<file path="src/rtl/epe_pkg.sv">
// Shared types and constants for the EVENODD parity encoder.
// Used by the decode, merge, top-level and checker modules; no dependencies.
`timescale 1ns / 1ps
`default_nettype none

package epe_pkg;

    // Fixed field widths of the channels and the config register
    localparam int OPCODE_W = 2;
    localparam int COLUMN_W = 5;
    localparam int ROW_W    = 4;
    localparam int OFFSET_W = 6;
    localparam int DATA_W   = 64;
    localparam int CFG_W    = 5;

    localparam int MIN_COLUMNS      = 3;
    localparam int DEF_MAX_COLUMNS  = 17;
    localparam int DEF_SYMBOL_WORDS = 64;
    localparam int DEF_WORD_BITS    = 64;

    localparam logic [CFG_W-1:0] CFG_RESET = 5'd5;

    typedef logic [OPCODE_W-1:0] opcode_t;

    localparam opcode_t OP_ACCUMULATE = 2'd0;
    localparam opcode_t OP_READ_ROW   = 2'd1;
    localparam opcode_t OP_READ_DIAG  = 2'd2;

    // Decoded item control, carried from decode into the update stage
    typedef struct packed {
        logic valid;
        logic is_acc;
        logic is_diag;
        logic first_row;
        logic first_diag;
    } dec_ctl_t;

    // Address matches against the write retiring in the same cycle as the read
    typedef struct packed {
        logic row;
        logic diag_a;
        logic diag_b;
    } fwd_hit_t;

endpackage

`default_nettype wire

</file>
<file path="src/rtl/epe_merge.sv">
// Update stage datapath: forwarding select, first-write or XOR fold, and
// read result. Depends on epe_pkg.
`timescale 1ns / 1ps
`default_nettype none

module epe_merge #(
    parameter int WORD_BITS = 64
) (
    input  wire epe_pkg::dec_ctl_t    ctl,
    input  wire epe_pkg::fwd_hit_t    hit,
    input  wire logic [WORD_BITS-1:0] word,
    input  wire logic [WORD_BITS-1:0] row_rd,
    input  wire logic [WORD_BITS-1:0] diag_a_rd,
    input  wire logic [WORD_BITS-1:0] diag_b_rd,
    input  wire logic [WORD_BITS-1:0] fwd_row_data,
    input  wire logic [WORD_BITS-1:0] fwd_diag_data,
    output logic      [WORD_BITS-1:0] row_wdata,
    output logic      [WORD_BITS-1:0] diag_wdata,
    output logic      [WORD_BITS-1:0] rd_result
);

    import epe_pkg::*;

    logic [WORD_BITS-1:0] row_old;
    logic [WORD_BITS-1:0] diag_a_old;
    logic [WORD_BITS-1:0] diag_b_old;

    // memory read raced the previous item's write: take the written value
    assign row_old    = hit.row    ? fwd_row_data  : row_rd;
    assign diag_a_old = hit.diag_a ? fwd_diag_data : diag_a_rd;
    assign diag_b_old = hit.diag_b ? fwd_diag_data : diag_b_rd;

    assign row_wdata  = ctl.first_row  ? word : (row_old ^ word);
    assign diag_wdata = ctl.first_diag ? word : (diag_a_old ^ word);
    assign rd_result  = ctl.is_diag ? (diag_a_old ^ diag_b_old) : row_old;

endmodule

`default_nettype wire

</file>
<file path="config.mk">
export PLATFORM = sky130hd
export DESIGN_NAME = epe_merge
export DESIGN_NICKNAME = d
export VERILOG_FILES = /design/src/rtl/epe_pkg.sv /design/src/rtl/epe_merge.sv
export SDC_FILE = /design/constraint.sdc
export NUM_CORES = 1
export LEC_CHECK = 0
export BUFFER_PORTS_ARGS = -buffer_cell sky130_fd_sc_hd__buf_2
export CAP_MARGIN = 20
export CORE_AREA = 2 2 225 227
export DETAILED_ROUTE_END_ITERATION = 7
export DIE_AREA = 0 0 227 229
export GPL_TIMING_DRIVEN = 0
export PLACE_DENSITY = 0.44
export SLEW_MARGIN = 20
export SYNTH_ARGS = -nofsm -noshare
export SYNTH_HDL_FRONTEND = slang
export SYNTH_SLANG_ARGS = --single-unit
</file>
<file path="constraint.sdc">
create_clock -name vclk -period 1.1
set_input_delay 0.11 -clock vclk [all_inputs]
set_output_delay 0.11 -clock vclk [all_outputs]
set_load 0.05 [all_outputs]
</file>
# Yosys cells after proc, flatten, opt, wreduce, memory -nomap -nowiden
# Cells that the tools add are included.
totals:
  latchBits: 0
  wordCells: 9
  inputBits: 392
  output_inout_bits: 192
  mem_count: 0
  reg_bits: 0
  romBits: 0
  ram_bits: 0
op_classes:
  div_mod_pow: 0
  eq_ne: 0
  addsub: 0
  n_mul: 0
  n_reduce_logical: 0
  n_bitwise: 3
  n_mux: 6
  magnitude_cmp: 0
  shift: 0
op_table:
  columns: ["operator", "count"]
  rows:
  - ["two-way mux 64 bit", 6]
  - ["bitwise XOR 64 bit", 3]

# Logic depth before layout (Yosys ltp)
depth:
  word_depth: 3
  ltp_mapped: 7
  mapped_depth_nobuf: 4

# Worst setup path after synthesis
# Ideal clock, no wire load.
synth_path:
  kind: "input port to output port"
  startpoint: "input port hit[0] in the netlist's numbering"
  endpoint: "output port rd_result[63]"
  required_ps: 990
  slack_ps: -636
  cell_stages: 6
  n_path_buf: 2
  arrival_ps: 1626
  cell_sequence: "buf_6 -> buf_12 -> mux2i_1 -> xor2_1 -> o22a_1 -> mux2i_1"
synth_between:
  elab_chain_len: 3
synth_rtl:
  columns: ["item", "line_no", "source"]
  rows:
  - ["from (decl)", "epe_merge.sv:10", "input wire epe_pkg::fwd_hit_t hit,"]
  - ["two-way mux 64 bit", "epe_merge.sv:31", "assign diag_b_old = hit.diag_b ? fwd_diag_data : diag_b_rd;"]
  - ["bitwise XOR 64 bit", "epe_merge.sv:35", "assign rd_result = ctl.is_diag ? (diag_a_old ^ diag_b_old) : row_old;"]
  - ["two-way mux 64 bit", "epe_merge.sv:35", null]
  - ["to (decl)", "epe_merge.sv:19", "output logic [WORD_BITS-1:0] rd_result"]
# Every way passes these cells.

# Worst setup path after layout
layout_path:
  startpoint: "input port hit[0] in the netlist's numbering"
  endpoint: "output port rd_result[37]"
# The elaborated chain is that of the path after synthesis.

==> out/qor.yml <==
floorplanning:
  die_outline_area_um2: 52000
  io-pin-count: 584
  row_count: 82
  start_util: 0.127
  die_h_um: 229
  coreArea_um2: 49700
  die_width_um: 227
power:
  sw_frac_of_total: 0.554
  power.share.sequential: 0
  p_leak_nw: 7.36
  clock_power_share: 0
  internal-power_mw: 5.44
  p_switching_mw: 6.74
  power.ir.vdd_worst_mv: 0.393
  power.density_cell_area_nw_per_um2: 700
  combPwrFrac: 1.000
finish:
  final_cell_mix: "buf_2 (389), buf_6 (133), buf_8 (66), xor2_4 (66), xnor2_1 (64)"
  ff_latch_area_um2: 0
  nFlopsAndLatches: 0
  fin_nets: 1793
  multi_input_area_um2: 10500
  n_fill_cell: 5035
  final_util: 0.350
  final_non_filler_cells: 2077
  final.clkbuf_count: 0
  mostFrequentLayoutCell: "buf_2"
  share_of_cells_above_drive_strength_1: 0.838
  area_growth_syn_to_layout_pct: 176
global_routing:
  grt_start_max_net_pins: 12
  total_congestion_overflow_after_global_routing: 0
  number_of_global_route_vias_before_repair: 9485
  grtUsageTotal: 0.168
  antenna_violations_before_repair: 16
  grt_first_pass_wirelength_um: 65100
worst_setup_path:
  worst_setup_path_start_kind: "primary input"
  worst-path-max-fanout: 6
  worst_setup_path_class: "primary input to output port"
  critical_path.endpoint_type: "output port"
  worst_ep_required_time_ns: 0.99
  worst_ep_arrival_time_ns: 1.47
timing:
  min_period_ns: 1.58
  slew_viol_final: 0
  worst_slew_margin_rel: 0.788
  final-hold-violation-count: 0
  grt_setup_unrepaired: "yes"
  hold_slack_ns: 0.630
  fin_crit_sh: 1.43
  max_freq_mhz: 634
  setup_violations_final: 192
  max_slew.worst_pin.slew_ns: 0.319
  final.setup.worst_slack_ns: -0.477
place:
  worst_setup_slack_post_dpl_ns: -1.48
  routabilityCongestion: 0.842
  placement.io_buffers: 576
  placed_cells_incl_taps: 2024
  dp_hpwl_um: 36700
routing:
  drt-initial-drc-count: 208
  route.antenna.remaining_nets: 0
  route.detailed.wl_per_inst_um: 22.2
  detail_route.first_pass.iterations: 4
  detail_route.vias_per_cell: 4.12
  drt-total-wl_um: 46200
  drt_drc_violations_left: 0
  route.vias.total: 8561
run_status:
  failing_checks: "negative setup slack"
  run_status: "complete, but fails checks"
job:
  cap_viol_max_count: 0
synthesis:
  synth_instances: 776
  seq_area_frac_synth: 0
  post_synth_instance_area_um2: 6310
  syn_nets: 1168
  post_synth.cell_area_avg_um2: 8.13
  yosys_warning_count: 0
  yosysUniqueCellTypes: 22
worst_hold_path:
  class_of_the_tightest_hold_or_removal_check: "primary input to output port"
cts:
  cts_hold_buf: 0
metrics by stage:
step	power [mW]	TNS (ns)	area [um^2]
floorplan	7.14	-23.39	10300
global placement	9.85	-173.05	14000
detailed placement	9.89	-172.67	14000
CTS	12.0	-55.53	16900
global route	12.7	-59.25	17400
finish	12.2	-50.30	17400
worst paths after layout:
path,end,cells past startpoint,start,slack [ns]
min,diag_wdata[19],3,word[19],0.63
max,rd_result[37],8,hit[0],-0.48
routing by layer:
layer | GRT usage | vias to the layer above | part of all wire
met4 | 0.0110 | 18 | 0.0049
li1 | - | 3966 | -
met5 | 0 | - | 0.0022
met1 | 0.198 | 4201 | 0.39
met2 | 0.320 | 344 | 0.53
met3 | 0.0360 | 32 | 0.071
final cells by class:
type | count | share of cell area
well taps | 672 | 0.0483
repair buffers | 628 | 0.298
multi-input cells | 709 | 0.603
inverters | 2 | 0.000432
diodes | 6 | 0.000863
plain buffers | 60 | 0.0488
power groups by stage:
stage / registers (mW) / logic (mW) / clock network, mW
floorplan: 0 / 7.14 / 0
global placement: 0 / 9.85 / 0
detailed placement: 0 / 9.89 / 0
CTS: 0 / 12.0 / 0
global route: 0 / 12.7 / 0.000000609
finish: 0 / 12.2 / 0.000000521
cell families (layout without fill, tap and decap cells):
kind of cell	Yosys count	in the layout	share of synthesized area
other cells	0	6	0
compound gates	131	131	0.166
mux	192	192	0.317
buf+inv	67	690	0.0597
simple gates	131	131	0.104
xor+xnor	255	255	0.354
critical path, stage by stage:
cell and delay (ns):
buf_12 0.12, buf_16 0.15, buf_12 0.15, mux2i_4 0.18, xor2_1 0.17, o221ai_1 0.21
o21a_2 0.20, buf_8 0.15
timing repair:
item | in CTS | in global routing
gates resized for setup | 592 | 131
pin swaps | 116 | 74
buffers inserted | 26 | 15
setup endpoints to repair | 192 | 192
gates cloned | 17 | 2
synth_stat cells:
cell	count	area, um^2
mux2_2	62	698
clkbuf_1	28	105
xnor2_1	126	1100
buf_4	4	30.0
buf_8	1	15.0
o21a_1	62	465
buf_1	6	22.5
o21ai_0	3	15.0
buf_6	1	11.3
buf_12	4	80.1
o221ai_1	62	543
nor2_1	66	248
a21oi_1	2	10.0
o22a_1	1	8.76
xor2_1	129	1130
buf_2	21	105
o22ai_1	1	6.26
nor3b_1	1	7.51
nand2b_1	63	394
nor3_1	1	5.00
inv_1	2	7.51
mux2i_1	130	1300
Power figures use the tool's default switching activity.
