`config.mk`:
```
export PLATFORM = sky130hd
export DESIGN_NAME = epe_decode
export DESIGN_NICKNAME = d
export VERILOG_FILES = /design/src/rtl/epe_pkg.sv /design/src/rtl/epe_decode.sv
export SDC_FILE = /design/constraint.sdc
export NUM_CORES = 1
export LEC_CHECK = 0
export BUFFER_PORTS_ARGS = -buffer_cell sky130_fd_sc_hd__clkbuf_2
export CAP_MARGIN = 25
export CELL_PAD_IN_SITES_DETAIL_PLACEMENT = 1
export CELL_PAD_IN_SITES_GLOBAL_PLACEMENT = 2
export CORE_AREA = 5 5 76 78
export DETAILED_ROUTE_END_ITERATION = 8
export DIE_AREA = 0 0 81 83
export GPL_TIMING_DRIVEN = 0
export PLACE_DENSITY_LB_ADDON = 0.08
export SLEW_MARGIN = 10
export SYNTH_ARGS = -nofsm -noshare
export SYNTH_HDL_FRONTEND = slang
export SYNTH_SLANG_ARGS = --single-unit
```
`constraint.sdc`:
```
create_clock -name vclk -period 4.3
set_input_delay 0 -clock vclk [all_inputs]
set_output_delay 0 -clock vclk [all_outputs]
set_load 0.005 [all_outputs]
```
`src/rtl/epe_pkg.sv`:
```
// Shared types and constants for the EVENODD parity encoder.
// Used by the decode, merge, top-level and checker modules; no dependencies.
`timescale 1ns / 1ps
`default_nettype none

package epe_pkg;

    // Fixed field widths of the channels and the config register
    localparam int OPCODE_W = 2;
    localparam int COLUMN_W = 5;
    localparam int ROW_W    = 4;
    localparam int OFFSET_W = 6;
    localparam int DATA_W   = 64;
    localparam int CFG_W    = 5;

    localparam int MIN_COLUMNS      = 3;
    localparam int DEF_MAX_COLUMNS  = 17;
    localparam int DEF_SYMBOL_WORDS = 64;
    localparam int DEF_WORD_BITS    = 64;

    localparam logic [CFG_W-1:0] CFG_RESET = 5'd5;

    typedef logic [OPCODE_W-1:0] opcode_t;

    localparam opcode_t OP_ACCUMULATE = 2'd0;
    localparam opcode_t OP_READ_ROW   = 2'd1;
    localparam opcode_t OP_READ_DIAG  = 2'd2;

    // Decoded item control, carried from decode into the update stage
    typedef struct packed {
        logic valid;
        logic is_acc;
        logic is_diag;
        logic first_row;
        logic first_diag;
    } dec_ctl_t;

    // Address matches against the write retiring in the same cycle as the read
    typedef struct packed {
        logic row;
        logic diag_a;
        logic diag_b;
    } fwd_hit_t;

endpackage

`default_nettype wire

```
`src/rtl/epe_decode.sv`:
```
// Item decode: effective column count, range checks, diagonal group and
// memory addresses. Depends on epe_pkg.
`timescale 1ns / 1ps
`default_nettype none

module epe_decode #(
    parameter int MAX_COLUMNS  = 17,
    parameter int SYMBOL_WORDS = 64
) (
    input  wire logic [epe_pkg::CFG_W-1:0]    data_columns,
    input  wire epe_pkg::opcode_t             opcode,
    input  wire logic [epe_pkg::COLUMN_W-1:0] column,
    input  wire logic [epe_pkg::ROW_W-1:0]    row,
    input  wire logic [epe_pkg::OFFSET_W-1:0] word_offset,
    output epe_pkg::dec_ctl_t                 ctl,
    output logic [$clog2((MAX_COLUMNS-1)*SYMBOL_WORDS)-1:0] row_addr,
    output logic [$clog2(MAX_COLUMNS*SYMBOL_WORDS)-1:0]     diag_a_addr,
    output logic [$clog2(MAX_COLUMNS*SYMBOL_WORDS)-1:0]     diag_b_addr
);

    import epe_pkg::*;

    localparam int ROW_AW  = $clog2((MAX_COLUMNS-1)*SYMBOL_WORDS);
    localparam int DIAG_AW = $clog2(MAX_COLUMNS*SYMBOL_WORDS);

    logic [CFG_W-1:0] k_eff;
    logic [CFG_W-1:0] k_m1;
    logic [CFG_W:0]   sum;
    logic [CFG_W:0]   sum_red;
    logic [CFG_W-1:0] grp;
    logic [CFG_W-1:0] diag_sel;
    logic             row_ok;
    logic             off_ok;
    logic             col_ok;

    always_comb begin
        if (data_columns < CFG_W'(MIN_COLUMNS)) begin
            k_eff = CFG_W'(MIN_COLUMNS);
        end else if (int'(data_columns) > MAX_COLUMNS) begin
            k_eff = CFG_W'(MAX_COLUMNS);
        end else begin
            k_eff = data_columns;
        end
    end

    assign k_m1   = k_eff - CFG_W'(1);
    assign row_ok = CFG_W'(row) < k_m1;
    assign off_ok = int'(word_offset) < SYMBOL_WORDS;
    assign col_ok = column < k_eff;

    // column < k and row < k-1, so one conditional subtract gives the modulo
    assign sum     = (CFG_W+1)'(column) + (CFG_W+1)'(row);
    assign sum_red = (sum >= (CFG_W+1)'(k_eff)) ? sum - (CFG_W+1)'(k_eff) : sum;
    assign grp     = sum_red[CFG_W-1:0];

    always_comb begin
        ctl            = '0;
        ctl.is_acc     = (opcode == OP_ACCUMULATE);
        ctl.is_diag    = (opcode == OP_READ_DIAG);
        ctl.first_row  = (column == '0);
        // special group k-1 opens with column 1, last row
        if (grp == k_m1) begin
            ctl.first_diag = (column == COLUMN_W'(1)) && (CFG_W'(row) == k_m1 - CFG_W'(1));
        end else begin
            ctl.first_diag = (column == '0);
        end
        case (opcode)
            OP_ACCUMULATE: ctl.valid = row_ok && off_ok && col_ok;
            OP_READ_ROW:   ctl.valid = row_ok && off_ok;
            OP_READ_DIAG:  ctl.valid = row_ok && off_ok;
            default:       ctl.valid = 1'b0;
        endcase
    end

    assign diag_sel    = ctl.is_acc ? grp : CFG_W'(row);
    assign row_addr    = ROW_AW'(int'(row) * SYMBOL_WORDS + int'(word_offset));
    assign diag_a_addr = DIAG_AW'(int'(diag_sel) * SYMBOL_WORDS + int'(word_offset));
    assign diag_b_addr = DIAG_AW'(int'(k_m1) * SYMBOL_WORDS + int'(word_offset));

endmodule

`default_nettype wire

```
# [After elaboration in Yosys (flattened, before gate mapping)]
# Index checks and enable logic that the tools add are counted.
[op_classes] n_addsub=7 mux=6 n_lt_le_gt_ge=5 reduce_logical=5 eq_ne=5
[op_table] operator="11-bit by 6-bit adder with 11-bit output" count=2
[op_table] operator="5-bit two-way mux" count=4
[op_table] operator="10-bit by 6-bit adder with 10-bit output" count=1
[op_table] operator="5-bit by 1-bit subtractor with 5-bit output, second input constant" count=2
[op_table] operator="5-bit by 4-bit adder with 6-bit output" count=1
[op_table] operator="6-bit by 5-bit >= comparator with 1-bit output" count=1
[op_table] operator="4-bit by 5-bit == test with 1-bit output" count=1
[op_table] operator="5-bit by 1-bit == test with 1-bit output, second input constant" count=1
[op_table] operator="5-bit == test" count=1
[op_table] operator="5-bit > comparator, second input constant" count=1
[op_table] operator="5-bit logical NOT" count=1
[op_table] operator="4-bit by 5-bit < comparator with 1-bit output" count=1
[op_table] operator="5-bit by 2-bit < comparator with 1-bit output, second input constant" count=1
[op_table] operator="5-bit < comparator" count=1
[op_table] operator="5-bit subtractor" count=1
[op_table] operator="2-bit by 1-bit == test with 1-bit output, second input constant" count=1
[op_table] operator="2-bit == test, second input constant" count=1
[op_table] operator="1-bit logical AND" count=2
[op_table] operator="2-bit logical NOT" count=1
[op_table] operator="1-bit case mux with 2 select lines" count=1
[op_table] operator="2-bit OR reduction" count=1
[op_table] operator="1-bit two-way mux" count=1
[totals] regBits=0 input_bits=22 out_inout_bits=37 elab_cells=28

# [Longest topological paths before layout]
[logic_depth] word_depth=8 ltp_mapped=16

# [Worst setup path before layout]
# OpenSTA, ideal clock, no wires.
[synth_path] kind="input to output" start="in column[0] in the netlist's numbering" end="out ctl[0] in the netlist's numbering" t_arrival_ns=3.048 path_stages=15 path_slack_ns=1.252 cell_sequence="ha_1 -> inv_1 -> fa_1 -> inv_1 -> a21o_1 -> a21oi_1 -> xnor2_1 -> ha_1 -> a21o_1 -> a211oi_1 -> a21boi_2 -> mux2_2 -> xnor2_1 -> nor4_2 -> mux2_2"
[synth_rtl] item="from (decl)" line="epe_decode.sv:12" source="input wire logic [epe_pkg::COLUMN_W-1:0] column,"
[synth_rtl] item="to (decl)" line="epe_decode.sv:15" source="output epe_pkg::dec_ctl_t ctl,"

==> run_results.csv <==
group,metric,value,unit
floorplanning,die_x,81,um
place,dp_worst_setup_slack,0.4955,ns
logic_synthesis,synth.area.top_cells,"sky130_fd_sc_hd__ha_1 16%, sky130_fd_sc_hd__buf_4 14%, sky130_fd_sc_hd__xnor2_1 12%",
final_layout,layout.cells.most_common_list,"52 x sky130_fd_sc_hd__clkbuf_2, 23 x sky130_fd_sc_hd__buf_4, 17 x sky130_fd_sc_hd__inv_1, 17 x sky130_fd_sc_hd__xnor2_1, 16 x sky130_fd_sc_hd__ha_1",
final_layout,area_growth_syn_to_layout,27.39,%
power,power.total,0.0002988,W
route,via_count,1318,
floorplanning,fp.coreArea,5010,um2
status,outcome,"complete, no violations",
setup_path,crit_start,"row[0]",
logic_synthesis,netlist-cell-type-count,46,
final_layout,n_antenna_cell,0,
logic_synthesis,postSynthNetCount,204,
setup_path,critPathMaxFanout,6,
setup_path,worst-endpoint-required,4.30,ns
sta,unrepaired_setup_endpoints_after_global_routing,"false",
power,ir_worst_vdd,48.86,uV
logic_synthesis,synthesis.area_per_instance,7.744,um2
clock_network,post_cts_buffers,0,
route,totalWireLength,4.092,mm
route,initialDrtViolationCount,33,
logic_synthesis,netlist_instances,164,
sta,shortest_period_the_worst_path_allows,3.768,ns
sta,finalCritPeriodShare,0.8763,
final_layout,numSequentialCells,0,
sta,final_max_slew_viol_count,0,
sta,setup_viol,0,
floorplanning,fp.dieH,83,um
final_layout,layout_commonest_cell,"sky130_fd_sc_hd__clkbuf_2",
route,antenna_left,0,
place,place_hpwl,3.695,mm
global_route,global_route.usage.total,0.1236,
logic_synthesis,synth.cell_area,1270,um2
route,drt_drc_violations_left,0,
final_layout,number_of_filler_instances_in_the_final_layout,657,
sta,achievable-frequency,0.2654,GHz
sta,setup_total_negative_slack,0,ns
clock_network,cts_repair_resize_count,0,
final_layout,final_layout_size_suffix_gt1_frac,0.4213,
logic_synthesis,synth_area_leader_cell,"sky130_fd_sc_hd__ha_1",
place,place.port_buffers,52,
final_layout,nets,258,
setup_path,worst_setup_path_endpoint,"ctl[0]",
power,power_density,184.7,nW/um2
global_route,grt_max_degree,10,
worst_hold_path,min_path_type,"in2out",
sta,slew_headroom,0.6271,
route,vias_per_cell,4.608,
sta,finalHoldViolations,0,
logic_synthesis,synth_top_area_share,0.1576,
setup_path,startpoint_type,"input pin",
sta,tightestPinTransition,0.5535,ns
setup_path,worstSetupEndpointType,"output pin",
run,maxCapViolations,0,
final_layout,multi_input_comb_area,1021,um2
setup_path,timing.critical_path.arrival,3.77,ns
final_layout,final-seq-area,0,um2
floorplanning,die_area,6723,um2
setup_path,setup.worst_path.class,"in2out",
route,detailedRoute.firstPassIterationCount,4,
global_route,global_route_wire_length_before_repair,6.955,mm
route,wl_per_cell,14.31,um
global_route,grt.overflow.total,0,
logic_synthesis,count_of_warnings_emitted_by_yosys,0,
sta,setup_ws,0.5318,ns
final_layout,clock_buffer_count,0,
logic_synthesis,ys_seq_area_frac,0,
floorplanning,num_rows,26,
global_route,grt_pass1_vias,1450,
global_route,antenna_found_initial,0,
floorplanning,io_pins,59,
floorplanning,initial_utilization,0.2535,
power,power.leakage,0.8104,nW
place,gpl.final_weighted_congestion,0.7596,
clock_network,cts_hold_buffers,0,
## logic make-up (layout without fill, tap and decap cells)
kind of cell | after synthesis | in the layout | share of synthesized area
adders and majority gates | 20 | 20 | 0.2049
and+or+nand+nor | 34 | 34 | 0.1547
xor gates and xnor gates | 19 | 19 | 0.1458
muxes | 6 | 6 | 0.05123
buffers and inverters | 42 | 94 | 0.1961
AOI/OAI and AO/OA | 43 | 43 | 0.2473
## synthesized netlist by cell type, types with 2 or more instances
cell	instances
sky130_fd_sc_hd__a21oi_1	7
sky130_fd_sc_hd__nor3_1	2
sky130_fd_sc_hd__fa_1	2
sky130_fd_sc_hd__maj3_1	2
sky130_fd_sc_hd__o211ai_1	2
sky130_fd_sc_hd__o21ai_0	10
sky130_fd_sc_hd__o21ba_2	2
sky130_fd_sc_hd__a2111oi_0	2
sky130_fd_sc_hd__buf_4	23
sky130_fd_sc_hd__nor2_1	11
sky130_fd_sc_hd__nand3_1	2
sky130_fd_sc_hd__a21o_1	5
sky130_fd_sc_hd__inv_1	17
sky130_fd_sc_hd__mux2i_1	2
sky130_fd_sc_hd__nand2b_1	4
sky130_fd_sc_hd__ha_1	16
sky130_fd_sc_hd__nand2_1	5
sky130_fd_sc_hd__mux2_2	4
sky130_fd_sc_hd__a211oi_1	3
sky130_fd_sc_hd__xnor2_1	17
## how the worst min path moves through the flow
stage / startpoint / to / slack [ns] / cells after the start
after detailed placement: word_offset[2] / row_addr[2] / 0.17 / 2
after global placement: word_offset[3] / row_addr[3] / 0.17 / 2
after CTS: word_offset[3] / row_addr[3] / 0.17 / 2
final: word_offset[5] / row_addr[5] / 0.17 / 2
after floorplan: column[0] / ctl[1] / 0.04 / 1
after global routing: word_offset[3] / row_addr[3] / 0.18 / 2
## stage by stage
step             util  instances  instance area [um2]  hold slack [ns]
2_1_floorplan       -        164                 1270          0.03711
3_3_place_gp   0.3229        286                 1618           0.1728
3_5_place_dp   0.3229        286                 1618           0.1717
4_1_cts        0.3229        286                 1618           0.1727
5_1_grt        0.3229        286                 1618           0.1774
6_report       0.3229        286                 1618           0.1698
## layout make-up
class / count / share of cell area
tap: 70 / 0.05414
timing repair buffer: 52 / 0.1609
inverter: 18 / 0.04486
buffer: 24 / 0.1090
multi-input combinational: 122 / 0.6311
## per-layer routing
| layer | vias to the layer above | track usage | part of all wire |
|---|---|---|---|
| li1 | 656 | - | - |
| met1 | 626 | 0.1599 | 0.44 |
| met2 | 36 | 0.2263 | 0.50 |
| met3 | 0 | 0.01623 | 0.054 |
| met4 | 0 | 0.001536 | 0 |
| met5 | - | 0 | 0 |
## critical path, stage by stage
cell                       delay (ns)
sky130_fd_sc_hd__clkbuf_2        0.14
sky130_fd_sc_hd__ha_1            0.21
sky130_fd_sc_hd__inv_1           0.06
sky130_fd_sc_hd__fa_1            0.41
sky130_fd_sc_hd__inv_1           0.08
sky130_fd_sc_hd__a21o_1          0.11
sky130_fd_sc_hd__a21oi_1         0.07
sky130_fd_sc_hd__xnor2_1         0.31
sky130_fd_sc_hd__ha_1            0.34
sky130_fd_sc_hd__a21o_1          0.20
sky130_fd_sc_hd__a211oi_1        0.19
sky130_fd_sc_hd__a21boi_2        0.39
sky130_fd_sc_hd__mux2i_1         0.36
sky130_fd_sc_hd__xnor2_1         0.12
sky130_fd_sc_hd__nor4_2          0.31
sky130_fd_sc_hd__mux2_2          0.36
sky130_fd_sc_hd__clkbuf_2        0.11
## where the power goes
| part | internal (W) | switching (W) | total (W) |
|---|---|---|---|
| Clock | 0 | 0 | 0 |
| Sequential | 0 | 0 | 0 |
| Combinational | 0.000144 | 0.000155 | 0.000299 |
Note: power is estimated with default switching activity, not from simulation.
